===== src/hw/rtl/arge_pkg.sv =====
// Shared types and constants for the audio region gain/fade editor.
// Holds the beat payload structs, the configuration struct, and the op codes.
// Used by every module in hw/rtl; depends on nothing else.
package arge_pkg;

    localparam int SAMPLE_BITS = 24;
    localparam int FRAME_BITS  = 24;
    localparam int GAIN_BITS   = 24;
    localparam int GAIN_FRAC   = 16;
    localparam int MODE_BITS   = 3;
    localparam int CFG_BITS    = 24;
    localparam int CFG_IDX_BITS = 3;
    localparam int QDEPTH      = 2;

    localparam int OPND_BITS = (FRAME_BITS > GAIN_BITS) ? FRAME_BITS : GAIN_BITS;
    localparam int PROD_BITS = SAMPLE_BITS + OPND_BITS;
    localparam int DIV_STEPS = SAMPLE_BITS;
    localparam int CNT_BITS  = $clog2(DIV_STEPS);

    localparam logic [CFG_IDX_BITS-1:0] REG_EDIT_MODE    = 3'd0;
    localparam logic [CFG_IDX_BITS-1:0] REG_REGION_START = 3'd1;
    localparam logic [CFG_IDX_BITS-1:0] REG_REGION_END   = 3'd2;
    localparam logic [CFG_IDX_BITS-1:0] REG_FRAME_COUNT  = 3'd3;
    localparam logic [CFG_IDX_BITS-1:0] REG_GAIN_FACTOR  = 3'd4;

    localparam logic [MODE_BITS-1:0] MODE_PASS     = 3'd0;
    localparam logic [MODE_BITS-1:0] MODE_GAIN     = 3'd1;
    localparam logic [MODE_BITS-1:0] MODE_SILENCE  = 3'd2;
    localparam logic [MODE_BITS-1:0] MODE_FADE_IN  = 3'd3;
    localparam logic [MODE_BITS-1:0] MODE_FADE_OUT = 3'd4;

    localparam logic [GAIN_BITS-1:0] GAIN_RESET = GAIN_BITS'(1) << GAIN_FRAC;

    typedef enum logic [1:0] {
        OP_PASS,
        OP_GAIN,
        OP_ZERO,
        OP_SCALE
    } t_op;

    typedef enum logic [2:0] {
        BS_IDLE,
        BS_MUL,
        BS_POST,
        BS_DIV,
        BS_FIN,
        BS_DONE
    } t_bstate;

    typedef struct packed {
        logic signed [SAMPLE_BITS-1:0] sample_in;
        logic [FRAME_BITS-1:0]         frame_index;
        logic                          restart_peak;
    } t_in;

    typedef struct packed {
        logic signed [SAMPLE_BITS-1:0] sample_out;
        logic                          in_region;
        logic [SAMPLE_BITS-1:0]        peak_level;
    } t_out;

    typedef struct packed {
        logic [MODE_BITS-1:0]  edit_mode;
        logic [FRAME_BITS-1:0] region_start;
        logic [FRAME_BITS-1:0] region_end;
        logic [FRAME_BITS-1:0] frame_count;
        logic [GAIN_BITS-1:0]  gain_factor;
    } t_cfg;

    typedef struct packed {
        logic signed [SAMPLE_BITS-1:0] sample;
        logic [SAMPLE_BITS-1:0]        mag;
        logic                          neg;
        logic                          in_rgn;
        logic                          restart;
        t_op                           op;
        logic [FRAME_BITS-1:0]         num;
        logic [FRAME_BITS-1:0]         len;
    } t_cmd;

endpackage


===== src/hw/rtl/arge_front.sv =====
// Front end: accepts input beats, clamps the region and classifies each sample.
// Emits one command per sample toward the queue.
// Depends on arge_pkg.
module arge_front (
    input  logic           i_clk,
    input  logic           i_rst_n,
    input  arge_pkg::t_cfg i_cfg,
    input  logic           i_valid,
    output logic           o_ready,
    input  arge_pkg::t_in  i_data,
    output logic           o_cmd_valid,
    input  logic           i_cmd_ready,
    output arge_pkg::t_cmd o_cmd
);
    import arge_pkg::*;

    logic                  r_valid;
    t_in                   r_item;
    logic [FRAME_BITS-1:0] r_st;
    logic [FRAME_BITS-1:0] r_en;
    logic [FRAME_BITS-1:0] st_c;
    logic [FRAME_BITS-1:0] en_c;
    logic [FRAME_BITS-1:0] en_min;
    logic                  in_rgn;
    logic                  neg;

    always_comb begin
        st_c   = (i_cfg.region_start < i_cfg.frame_count) ? i_cfg.region_start
                                                          : i_cfg.frame_count;
        en_min = (i_cfg.region_end < i_cfg.frame_count) ? i_cfg.region_end
                                                        : i_cfg.frame_count;
        en_c   = (en_min < st_c) ? st_c : en_min;
    end

    always_ff @(posedge i_clk) begin
        r_st <= st_c;
        r_en <= en_c;
    end

    assign o_ready     = !r_valid || i_cmd_ready;
    assign o_cmd_valid = r_valid;

    always_ff @(posedge i_clk) begin
        if (!i_rst_n) begin
            r_valid <= 1'b0;
        end else if (o_ready) begin
            r_valid <= i_valid;
        end
    end

    always_ff @(posedge i_clk) begin
        if (i_valid && o_ready) begin
            r_item <= i_data;
        end
    end

    always_comb begin
        in_rgn = (r_item.frame_index >= r_st) && (r_item.frame_index < r_en);
        neg    = r_item.sample_in[SAMPLE_BITS-1];

        o_cmd.sample  = r_item.sample_in;
        o_cmd.neg     = neg;
        o_cmd.mag     = neg ? (~r_item.sample_in + SAMPLE_BITS'(1)) : r_item.sample_in;
        o_cmd.in_rgn  = in_rgn;
        o_cmd.restart = r_item.restart_peak;
        o_cmd.len     = r_en - r_st;
        o_cmd.num     = (i_cfg.edit_mode == MODE_FADE_IN) ? (r_item.frame_index - r_st)
                                                          : (r_en - r_item.frame_index);
        o_cmd.op      = OP_PASS;
        if (in_rgn) begin
            unique case (i_cfg.edit_mode) inside
                MODE_GAIN:                   o_cmd.op = OP_GAIN;
                MODE_SILENCE:                o_cmd.op = OP_ZERO;
                MODE_FADE_IN, MODE_FADE_OUT: o_cmd.op = OP_SCALE;
                default:                     o_cmd.op = OP_PASS;
            endcase
        end
    end

endmodule


===== src/hw/rtl/arge_fifo.sv =====
// Short command queue between the front end and the execution back end.
// Holds QDEPTH commands in registers and reads out the oldest.
// Depends on arge_pkg.
module arge_fifo (
    input  logic           i_clk,
    input  logic           i_rst_n,
    input  logic           i_push,
    output logic           o_ready,
    input  arge_pkg::t_cmd i_data,
    output logic           o_valid,
    input  logic           i_pop,
    output arge_pkg::t_cmd o_data
);
    import arge_pkg::*;

    localparam int PTR_BITS = $clog2(QDEPTH);
    localparam int CNT_W    = $clog2(QDEPTH + 1);

    t_cmd                r_mem [QDEPTH];
    logic [PTR_BITS-1:0] r_wr;
    logic [PTR_BITS-1:0] r_rd;
    logic [CNT_W-1:0]    r_cnt;
    logic                do_push;
    logic                do_pop;

    assign o_ready = (r_cnt != CNT_W'(QDEPTH));
    assign o_valid = (r_cnt != '0);
    assign o_data  = r_mem[r_rd];
    assign do_push = i_push && o_ready;
    assign do_pop  = i_pop && o_valid;

    always_ff @(posedge i_clk) begin
        if (do_push) begin
            r_mem[r_wr] <= i_data;
        end
    end

    always_ff @(posedge i_clk) begin
        if (!i_rst_n) begin
            r_wr  <= '0;
            r_rd  <= '0;
            r_cnt <= '0;
        end else begin
            if (do_push) begin
                r_wr <= r_wr + PTR_BITS'(1);
            end
            if (do_pop) begin
                r_rd <= r_rd + PTR_BITS'(1);
            end
            if (do_push && !do_pop) begin
                r_cnt <= r_cnt + CNT_W'(1);
            end else if (do_pop && !do_push) begin
                r_cnt <= r_cnt - CNT_W'(1);
            end
        end
    end

endmodule


===== src/hw/rtl/arge_back.sv =====
// Back end: executes one command at a time and keeps the running peak.
// Gain uses one multiply and a saturating shift; fades use a multiply and a
// restoring divider that resolves one quotient bit per cycle. Depends on arge_pkg.
module arge_back (
    input  logic           i_clk,
    input  logic           i_rst_n,
    input  arge_pkg::t_cfg i_cfg,
    input  logic           i_cmd_valid,
    output logic           o_cmd_pop,
    input  arge_pkg::t_cmd i_cmd,
    output logic           o_valid,
    input  logic           i_ready,
    output arge_pkg::t_out o_data
);
    import arge_pkg::*;

    localparam int QW = PROD_BITS - GAIN_FRAC + 1;
    localparam logic [QW-1:0] QMAXNEG = QW'(1) << (SAMPLE_BITS - 1);
    localparam logic [PROD_BITS:0] ROUND = (PROD_BITS + 1)'((1 << GAIN_FRAC) - 1);

    t_bstate                       r_state;
    t_bstate                       n_state;
    logic signed [SAMPLE_BITS-1:0] r_sample;
    logic [SAMPLE_BITS-1:0]        r_mag;
    logic                          r_neg;
    logic                          r_inside;
    t_op                           r_op;
    logic [FRAME_BITS-1:0]         r_num;
    logic [FRAME_BITS-1:0]         r_len;
    logic [PROD_BITS-1:0]          r_prod;
    logic [FRAME_BITS-1:0]         r_rem;
    logic [SAMPLE_BITS-1:0]        r_quo;
    logic [CNT_BITS-1:0]           r_cnt;
    logic [SAMPLE_BITS-1:0]        r_peak;
    logic signed [SAMPLE_BITS-1:0] r_res;

    logic [SAMPLE_BITS-1:0] peak_base;
    logic [SAMPLE_BITS-1:0] n_peak;
    logic [OPND_BITS-1:0]   mult;
    logic [PROD_BITS:0]     rnd_sum;
    logic [QW-1:0]          q_neg;
    logic [SAMPLE_BITS-1:0] q_neg_sat;
    logic [SAMPLE_BITS-1:0] gain_res;
    logic [FRAME_BITS:0]    trial;
    logic                   trial_ge;

    always_ff @(posedge i_clk) begin
        if (!i_rst_n) begin
            r_state <= BS_IDLE;
        end else begin
            r_state <= n_state;
        end
    end

    always_comb begin
        n_state   = r_state;
        o_cmd_pop = 1'b0;
        o_valid   = 1'b0;
        unique case (r_state)
            BS_IDLE: begin
                if (i_cmd_valid) begin
                    o_cmd_pop = 1'b1;
                    if (i_cmd.op == OP_GAIN || i_cmd.op == OP_SCALE) begin
                        n_state = BS_MUL;
                    end else begin
                        n_state = BS_DONE;
                    end
                end
            end
            BS_MUL: n_state = BS_POST;
            BS_POST: begin
                n_state = (r_op == OP_GAIN) ? BS_DONE : BS_DIV;
            end
            BS_DIV: begin
                if (r_cnt == CNT_BITS'(DIV_STEPS - 1)) begin
                    n_state = BS_FIN;
                end
            end
            BS_FIN: n_state = BS_DONE;
            BS_DONE: begin
                o_valid = 1'b1;
                if (i_ready) begin
                    n_state = BS_IDLE;
                end
            end
            default: n_state = BS_IDLE;
        endcase
    end

    always_comb begin
        peak_base = i_cmd.restart ? '0 : r_peak;
        n_peak    = (i_cmd.in_rgn && (i_cmd.mag > peak_base)) ? i_cmd.mag : peak_base;

        mult = (r_op == OP_GAIN) ? OPND_BITS'(i_cfg.gain_factor) : OPND_BITS'(r_num);

        rnd_sum   = {1'b0, r_prod} + ROUND;
        q_neg     = rnd_sum[PROD_BITS:GAIN_FRAC];
        q_neg_sat = (q_neg > QMAXNEG) ? QMAXNEG[SAMPLE_BITS-1:0] : q_neg[SAMPLE_BITS-1:0];
        if (r_neg) begin
            gain_res = ~q_neg_sat + SAMPLE_BITS'(1);
        end else if (|r_prod[PROD_BITS-1:GAIN_FRAC+SAMPLE_BITS-1]) begin
            gain_res = {1'b0, {(SAMPLE_BITS-1){1'b1}}};
        end else begin
            gain_res = {1'b0, r_prod[GAIN_FRAC+SAMPLE_BITS-2:GAIN_FRAC]};
        end

        trial    = {r_rem, r_quo[SAMPLE_BITS-1]};
        trial_ge = (trial >= {1'b0, r_len});
    end

    always_ff @(posedge i_clk) begin
        if (!i_rst_n) begin
            r_peak <= '0;
        end else if (o_cmd_pop) begin
            r_peak <= n_peak;
        end
    end

    always_ff @(posedge i_clk) begin
        r_cnt <= '0;
        unique case (r_state)
            BS_IDLE: begin
                if (o_cmd_pop) begin
                    r_sample <= i_cmd.sample;
                    r_mag    <= i_cmd.mag;
                    r_neg    <= i_cmd.neg;
                    r_inside <= i_cmd.in_rgn;
                    r_op     <= i_cmd.op;
                    r_num    <= i_cmd.num;
                    r_len    <= i_cmd.len;
                    r_res    <= (i_cmd.op == OP_ZERO) ? '0 : i_cmd.sample;
                end
            end
            BS_MUL: begin
                r_prod <= PROD_BITS'(r_mag) * PROD_BITS'(mult);
            end
            BS_POST: begin
                r_res <= gain_res;
                r_rem <= r_prod[SAMPLE_BITS+FRAME_BITS-1:SAMPLE_BITS];
                r_quo <= r_prod[SAMPLE_BITS-1:0];
            end
            BS_DIV: begin
                r_cnt <= r_cnt + CNT_BITS'(1);
                r_rem <= trial_ge ? FRAME_BITS'(trial - {1'b0, r_len}) : trial[FRAME_BITS-1:0];
                r_quo <= {r_quo[SAMPLE_BITS-2:0], trial_ge};
            end
            BS_FIN: begin
                r_res <= r_neg ? (~r_quo + SAMPLE_BITS'(1)) : r_quo;
            end
            BS_DONE: begin
            end
            default: begin
            end
        endcase
    end

    assign o_data.sample_out = r_res;
    assign o_data.in_region  = r_inside;
    assign o_data.peak_level = r_peak;

`ifndef SYNTHESIS
    a_rem_below_len: assert property (@(posedge i_clk) disable iff (!i_rst_n)
        (r_state == BS_DIV) |-> (r_rem < r_len))
        else $error("Divider remainder reached the divisor.");

    a_peak_only_on_pop: assert property (@(posedge i_clk) disable iff (!i_rst_n)
        (r_state != BS_IDLE) |=> $stable(r_peak))
        else $error("Peak changed while a command was in flight.");

    a_outside_passes: assert property (@(posedge i_clk) disable iff (!i_rst_n)
        (o_valid && !o_data.in_region) |-> (o_data.sample_out == r_sample))
        else $error("Sample outside the region was altered.");
`endif

endmodule


===== src/hw/rtl/audio_region_gain_fade_editor.sv =====
// Top level of the audio region gain/fade editor with peak meter.
// Holds the configuration registers and joins arge_front, arge_fifo and arge_back.
// Depends on arge_pkg.
//
//   Channel   Direction  Handshake            Payload
//   input     in         i_valid / o_ready    i_data (t_in)
//   output    out        o_valid / i_ready    o_data (t_out)
//   config    in         i_cfg_we             i_cfg_idx, i_cfg_data
//
// Pass, silence and out-of-region samples go through the front-end register, the
// queue and the back end's IDLE and DONE states; gain adds MUL and POST, and fades add
// MUL, POST, the 24-step serial divider and FIN. The back end takes no new command until its last result is taken.
// Reset is synchronous and active low: configuration returns to its reset
// values, the peak clears to zero and the queue empties.
// The front end and a two-entry queue keep taking beats while a result waits.
module audio_region_gain_fade_editor (
    input  logic                                  i_clk,
    input  logic                                  i_rst_n,
    input  logic                                  i_cfg_we,
    input  logic [arge_pkg::CFG_IDX_BITS-1:0]     i_cfg_idx,
    input  logic [arge_pkg::CFG_BITS-1:0]         i_cfg_data,
    input  logic                                  i_valid,
    output logic                                  o_ready,
    input  arge_pkg::t_in                         i_data,
    output logic                                  o_valid,
    input  logic                                  i_ready,
    output arge_pkg::t_out                        o_data
);
    import arge_pkg::*;

    t_cfg r_cfg;
    t_cmd front_cmd;
    t_cmd queue_cmd;
    logic front_valid;
    logic queue_ready;
    logic queue_valid;
    logic back_pop;

    always_ff @(posedge i_clk) begin
        if (!i_rst_n) begin
            r_cfg.edit_mode    <= MODE_PASS;
            r_cfg.region_start <= '0;
            r_cfg.region_end   <= '0;
            r_cfg.frame_count  <= '0;
            r_cfg.gain_factor  <= GAIN_RESET;
        end else if (i_cfg_we) begin
            unique case (i_cfg_idx)
                REG_EDIT_MODE:    r_cfg.edit_mode    <= i_cfg_data[MODE_BITS-1:0];
                REG_REGION_START: r_cfg.region_start <= i_cfg_data[FRAME_BITS-1:0];
                REG_REGION_END:   r_cfg.region_end   <= i_cfg_data[FRAME_BITS-1:0];
                REG_FRAME_COUNT:  r_cfg.frame_count  <= i_cfg_data[FRAME_BITS-1:0];
                REG_GAIN_FACTOR:  r_cfg.gain_factor  <= i_cfg_data[GAIN_BITS-1:0];
                default: begin
                end
            endcase
        end
    end

    arge_front u_front (
        .i_clk       (i_clk),
        .i_rst_n     (i_rst_n),
        .i_cfg       (r_cfg),
        .i_valid     (i_valid),
        .o_ready     (o_ready),
        .i_data      (i_data),
        .o_cmd_valid (front_valid),
        .i_cmd_ready (queue_ready),
        .o_cmd       (front_cmd)
    );

    arge_fifo u_fifo (
        .i_clk   (i_clk),
        .i_rst_n (i_rst_n),
        .i_push  (front_valid),
        .o_ready (queue_ready),
        .i_data  (front_cmd),
        .o_valid (queue_valid),
        .i_pop   (back_pop),
        .o_data  (queue_cmd)
    );

    arge_back u_back (
        .i_clk       (i_clk),
        .i_rst_n     (i_rst_n),
        .i_cfg       (r_cfg),
        .i_cmd_valid (queue_valid),
        .o_cmd_pop   (back_pop),
        .i_cmd       (queue_cmd),
        .o_valid     (o_valid),
        .i_ready     (i_ready),
        .o_data      (o_data)
    );

endmodule


===== config.mk =====
export PLATFORM = sky130hd
export DESIGN_NAME = audio_region_gain_fade_editor
export DESIGN_NICKNAME = d
export VERILOG_FILES = /design/src/hw/rtl/arge_pkg.sv /design/src/hw/rtl/arge_front.sv /design/src/hw/rtl/arge_fifo.sv /design/src/hw/rtl/arge_back.sv /design/src/hw/rtl/audio_region_gain_fade_editor.sv
export SDC_FILE = /design/constraint.sdc
export NUM_CORES = 2
export LEC_CHECK = 0
export ABC_AREA = 1
export BUFFER_PORTS_ARGS = -buffer_cell sky130_fd_sc_hd__buf_4
export CORE_UTILIZATION = 25
export CTS_CLUSTER_SIZE = 24
export DETAILED_ROUTE_END_ITERATION = 8
export PLACE_DENSITY_LB_ADDON = 0.08
export SETUP_SLACK_MARGIN = 0.2
export SYNTH_ARGS = -nofsm -noshare
export SYNTH_HDL_FRONTEND = slang
export SYNTH_SLANG_ARGS = --single-unit

===== constraint.sdc =====
create_clock -name i_clk -period 17.6 [get_ports i_clk]
set_clock_uncertainty 0.2 [all_clocks]
set_input_delay 0.88 -clock i_clk [delete_from_list [all_inputs] [get_ports i_clk]]
set_output_delay 0.88 -clock i_clk [all_outputs]
set_load 0.01 [all_outputs]

After elaboration in Yosys (flattened, before gate mapping):

Memories as Yosys holds them, arrays and structs flattened. A register that Yosys moved wholly into a read port is not among the register bits.
Index checks and enable logic that the tools add are counted.
Widths: inputs -> output; s select.

* add/subtract/negate cells: 13
* $mul: 1
* $lt $le $gt $ge: 8
* equal/unequal tests: 23
* mux-type cells: 35
* bitwise gates (word level): 3
* reduce and logical (&&, ||, !) cells: 28

Operators by type and width (count)
* $mux 24: 14
* $lt 24x24->1: 4
* $pmux 24 s2: 2
* $sub 24x24->24: 4
* $not 24->24: 3
* $pmux 24 s3: 1
* $add 48x16->49 const B: 1
* $add 24x1->24 const B: 2
* $mul 24x24->48: 1
* $gt 33x24->1 const B: 1
* $ge 25x24->1: 1
* $add 24x2->24 const B: 1
* $ge 24x24->1: 1
* $gt 24x24->1: 1
* $mux 23: 1
* $eq 3x2->1 const B: 6
* $pmux 3 s6: 1
* $mux 3: 5
* $reduce_and 2->1: 7
* $eq 3x3->1 const B: 4
* $eq 3x1->1 const B: 3
* $reduce_or 9->1: 1
* $ne 2x2->1 const B: 4
* $logic_and 1x1->1: 7
* other kinds (18): 35

* register bits: 429
* RAM bits: 202
* input port bits: 81
* output and inout bits: 51
* word-level logic and storage cells: 139
* memories kept: 1

Memories
* u_fifo.r_mem: depth 2, width 101, read ports 1, clocked after Yosys merged registers in 1, wr ports 1, RTL line arge_fifo.sv:19 `t_cmd r_mem [QDEPTH];`

Depth between registers and ports, before layout:

* depth in word-level cells: 7
* gate-level depth with buffers: 38
* mapped depth without buffers: 36

Modules after synthesis:

From an unflattened synthesis, not the netlist that was laid out.

* cell total of the unflattened synthesis: 6184
* area, all modules: 53445.0 um2

Modules (own cells, without submodules)
* arge_back: instances 1, cells an instance 3918, area each 31963.2 um2
* arge_front: instances 1, cells an instance 1339, area each 9536.6 um2
* arge_fifo: instances 1, cells an instance 351, area each 7977.7 um2
* audio_region_gain_fade_editor: instances 1, cells an instance 576, area each 3967.6 um2

Least setup slack after synthesis:

No wires, ideal clock.

* path type: register to register
* start point: reg u_back.r_op[1]
* end point: reg u_back.r_prod[46] (data pin)
* setup time: 0.258 ns
* data arrival time: 7.143 ns
* data required time: 17.142 ns
* slack: 9.999 ns
* cell stages (with the launch flop): 33
* buffers on the path: 2
* period minus slack after synthesis: 7.601 ns
* cells stage by stage: edfxtp_1 nor2_1 inv_1 clkbuf_1 o21ai_1 clkbuf_1 nor2_1 fa_1 fa_1 inv_1 fa_1 fa_1 inv_1 fa_1 fa_1 inv_1 fa_1 inv_1 ha_1 a21oi_1 inv_1 a31oi_1 nand2_1 a211oi_1 o21ai_0 nand2_1 nand2_1 nand2_1 nand2_1 a21o_1 nand2_1 nand3_1 xor2_1

* longest elaborated chain between the ends: 3

RTL lines
* start: declaration: RTL line arge_back.sv:27 `t_op r_op;`
* start signal: assignment: RTL line arge_back.sv:128 `r_op <= i_cmd.op;`
* $eq 2x1->1: RTL line arge_back.sv:94 `mult = (r_op == OP_GAIN) ? OPND_BITS'(i_cfg.gain_factor) : OPND_BITS'(r_num);`
* $mux 24: RTL line arge_back.sv:94
* $mul 24x24->48: RTL line arge_back.sv:135 `r_prod <= PROD_BITS'(r_mag) * PROD_BITS'(mult);`
* end signal: assignment: RTL line arge_back.sv:135
* end: declaration: RTL line arge_back.sv:30 `logic [PROD_BITS-1:0] r_prod;`

No other way between the ends.
A chain may end at the register's enable or synchronous reset.

Worst setup path in the final report:

* start point: reg u_back.r_op[1]
* end point: reg u_back.r_prod[47] (data pin)

Same word-level chain as after synthesis.

==> results.py <==
metrics = {
    "synth": {
        "ys_top_cells_by_area": "edfxtp_1, fa_1, ha_1, nand2_1, inv_1",
        "synth_most_common_cell": "nand2_1",
        "netlist_instances": 5979,
        "synthFlopType": "edfxtp_1",
        "synth_seq_cells": 628,
        "synth_edf_count": 443,
        "postSynthAreaPerCell_um2": 8.56,
        "syn_nets": 6913,
        "synthXorXnorAreaFrac": 0.0208,
        "synth_top_family_by_area": "adder cells",
        "synthDistinctLibCells": 54,
        "synth_compound_area_frac": 0.0977,
        "synth_simple_gate_area_frac": 0.173,
        "synth_top_cell_by_area": "edfxtp_1",
        "yosys.area.top_type_share": 0.260,
        "yosys_warnings": 0,
        "syn_area_um2": 51200,
        "yosysSeqAreaShare": 0.332,
        "async_flop_share": 0,
        "synth_mux_area_frac": 0.00489,
        "synthAdderAreaFrac": 0.280,
        "synth_common_cells": "nand2_1, inv_1, nor2_1, fa_1, edfxtp_1",
    },
    "cells_and_area": {
        "finish.instance_area_um2": 58100,
        "syn2layout_area_growth_pct": 13.5,
        "post-route-util": 0.287,
        "fin_nets": 6996,
        "layout-drive-gt1-share": 0.0680,
        "stdcell_count": 8804,
    },
    "critical_path": {
        "critPathBufInv": 9,
        "slowest_delay_ns": 1.03,
        "required_ns": 17.82,
        "start_kind": "register",
        "critPathTopFamily": "adder cells",
        "worstPathMaxFanout": 28,
        "critPathKind": "reg2reg",
        "cp.arrival_ns": 10.02,
        "cp_slowest_cell": "o21ai_1",
        "worstSetupEndpointType": "register",
    },
    "floorplanning": {
        "placeableCoreArea_um2": 203000,
        "start_util": 0.253,
        "dieArea_um2": 207000,
        "pin_count": 132,
        "fp.dieW_um": 455,
        "rows": 165,
        "die_y_um": 455,
    },
    "global_routing": {
        "grt_pass1_vias": 40600,
        "gr-usage-met2": 0.325,
        "grt_pass1_wl_mm": 286,
        "track_usage": 0.191,
        "grt_max_degree": 66,
        "grtUsageMet1": 0.255,
        "antenna_found_initial": 8,
        "grtUsageMet3": 0.0210,
        "grt_busiest_layer": "met2",
        "grt_overflow": 0,
    },
    "detailed_routing": {
        "num_vias": 40100,
        "ant_nets": 0,
        "dr.pass1.iters": 6,
        "drt_iter0_drc": 2600,
        "wl_per_cell_um": 22.5,
        "drc": 0,
        "viasPerCell": 4.55,
        "drt-total-wl_mm": 198,
    },
    "clock_tree": {
        "h-tree-depth": 3,
        "cts_hold_buf": 0,
        "cts_tree": "done",
        "post_cts_resize_count": 0,
        "worst_skew_pair.late_latency_ns": 0.72,
        "cts.sinks": 628,
        "post-cts-setup-buffers": 0,
        "clockBufferDepth": 3,
        "clk_pin_slew_ns": 0.06,
        "clock-root-buffer": "clkbuf_16",
        "cts_buffers": 82,
    },
    "min_path": {
        "min_path_type": "in2reg",
    },
    "flow_run": {
        "maxCapViolCount": 0,
    },
    "timing": {
        "tightest_slew_ns": 1.31,
        "period_needed_ns": 9.80,
        "finalHoldViolCount": 0,
        "tns_ns": 0,
        "rsz0062_at_grt": "false",
        "setup_viol": 0,
        "report.final.slew_viol_count": 0,
        "post-route-period-util": 0.557,
        "relSlewSlack": 0.122,
        "max_freq_mhz": 102,
    },
    "place": {
        "place.gp.congestion": 0.878,
        "io_buffers": 131,
        "post-place-cells": 8650,
        "dpl_cell_area_um2": 55400,
        "dp_hpwl_mm": 157,
    },
    "run_status": {
        "status": "completed",
    },
}
-- layout make-up --
type / instances / area (µm²)
repair buffers: 205 / 1540
well taps: 2672 / 3340
clock inverters: 48 / 574
inverters: 1030 / 3870
fillers: 21900 / 145000
multi-input cells: 4115 / 29600
diodes: 4 / 10.0
clock buffers: 102 / 2160
flip-flops and latches: 628 / 17000
-- layer usage --
metal  wire, µm  part of all wire  vias to the layer above
met4       5890             0.030                        4
met1      90400              0.46                    19800
met3       6780             0.034                      196
met5         26           0.00013                        -
met2      94600              0.48                      810
li1           -                 -                    19300
-- final timing paths --
path                       start                 end  slack, ns  cells after the start
setup / recovery  u_back.r_op[1]   u_back.r_prod[47]       7.80                     29
hold / removal        i_data[19]  u_front.r_item[19]       0.14                      1
setup reg to reg  u_back.r_op[1]   u_back.r_prod[47]       7.80                     29
hold reg to reg      u_fifo.r_rd            register       0.24                      1
-- cells by family after synthesis --
| kind of cell | count (synthesis) |
|---|---|
| compound gates | 925 |
| xor+xnor | 121 |
| fa+ha+maj | 853 |
| buf+inv | 1236 |
| flops | 628 |
| mux | 25 |
| simple gates | 2191 |
-- cell usage in the layout, fill, tap and decap left out, drive strengths merged, types with 12 or more instances in the layout --
cell | netlist | layout
dfxtp | 185 | 185
o21bai | 13 | 13
or2 | 31 | 31
nor3 | 39 | 39
a21o | 13 | 13
nor2 | 680 | 680
a31oi | 33 | 33
mux2i | 25 | 25
buf | 22 | 205
xnor2 | 46 | 46
edfxtp | 443 | 443
a21boi | 12 | 12
nand2 | 1189 | 1189
o21a | 18 | 18
clkinv | 9 | 34
ha | 367 | 367
fa | 486 | 486
inv | 1021 | 1028
xor2 | 75 | 75
a21oi | 367 | 367
nand3 | 186 | 186
o21ai | 408 | 408
o31ai | 27 | 27
nand4 | 38 | 38
clkbuf | 184 | 102
-- flip-flops by register name (all words and copies together), names as in the netlist, 3 cells and up, named ones only --
| register | count |
|---|---|
| u_front.r_item | 24 |
| u_front.r_st | 24 |
| u_front.o_cmd | 25 |
| u_back.r_prod | 48 |
| r_cfg | 99 |
| u_back.r_state | 3 |
| u_back.r_num | 24 |
| u_back.r_cnt | 5 |
| u_fifo.r_mem | 198 |
| u_front.r_en | 24 |
| u_back.r_quo | 24 |
| u_back.r_len | 24 |
| u_back.r_rem | 24 |
| u_back.r_res | 24 |
| u_back.r_peak | 24 |
| u_back.r_mag | 24 |
-- per-stage QoR --
stage                     hold slack (ns)  setup slack, ns
after detailed placement            0.230             7.84
final                               0.142             7.80
after global placement              0.235             7.95
after global routing               0.0886             7.23
after floorplan                     0.218             10.0
after CTS                          0.0635             7.79
Power is not shown: default switching activity piles up to over one toggle a cycle in this logic, so the estimate is an artifact.
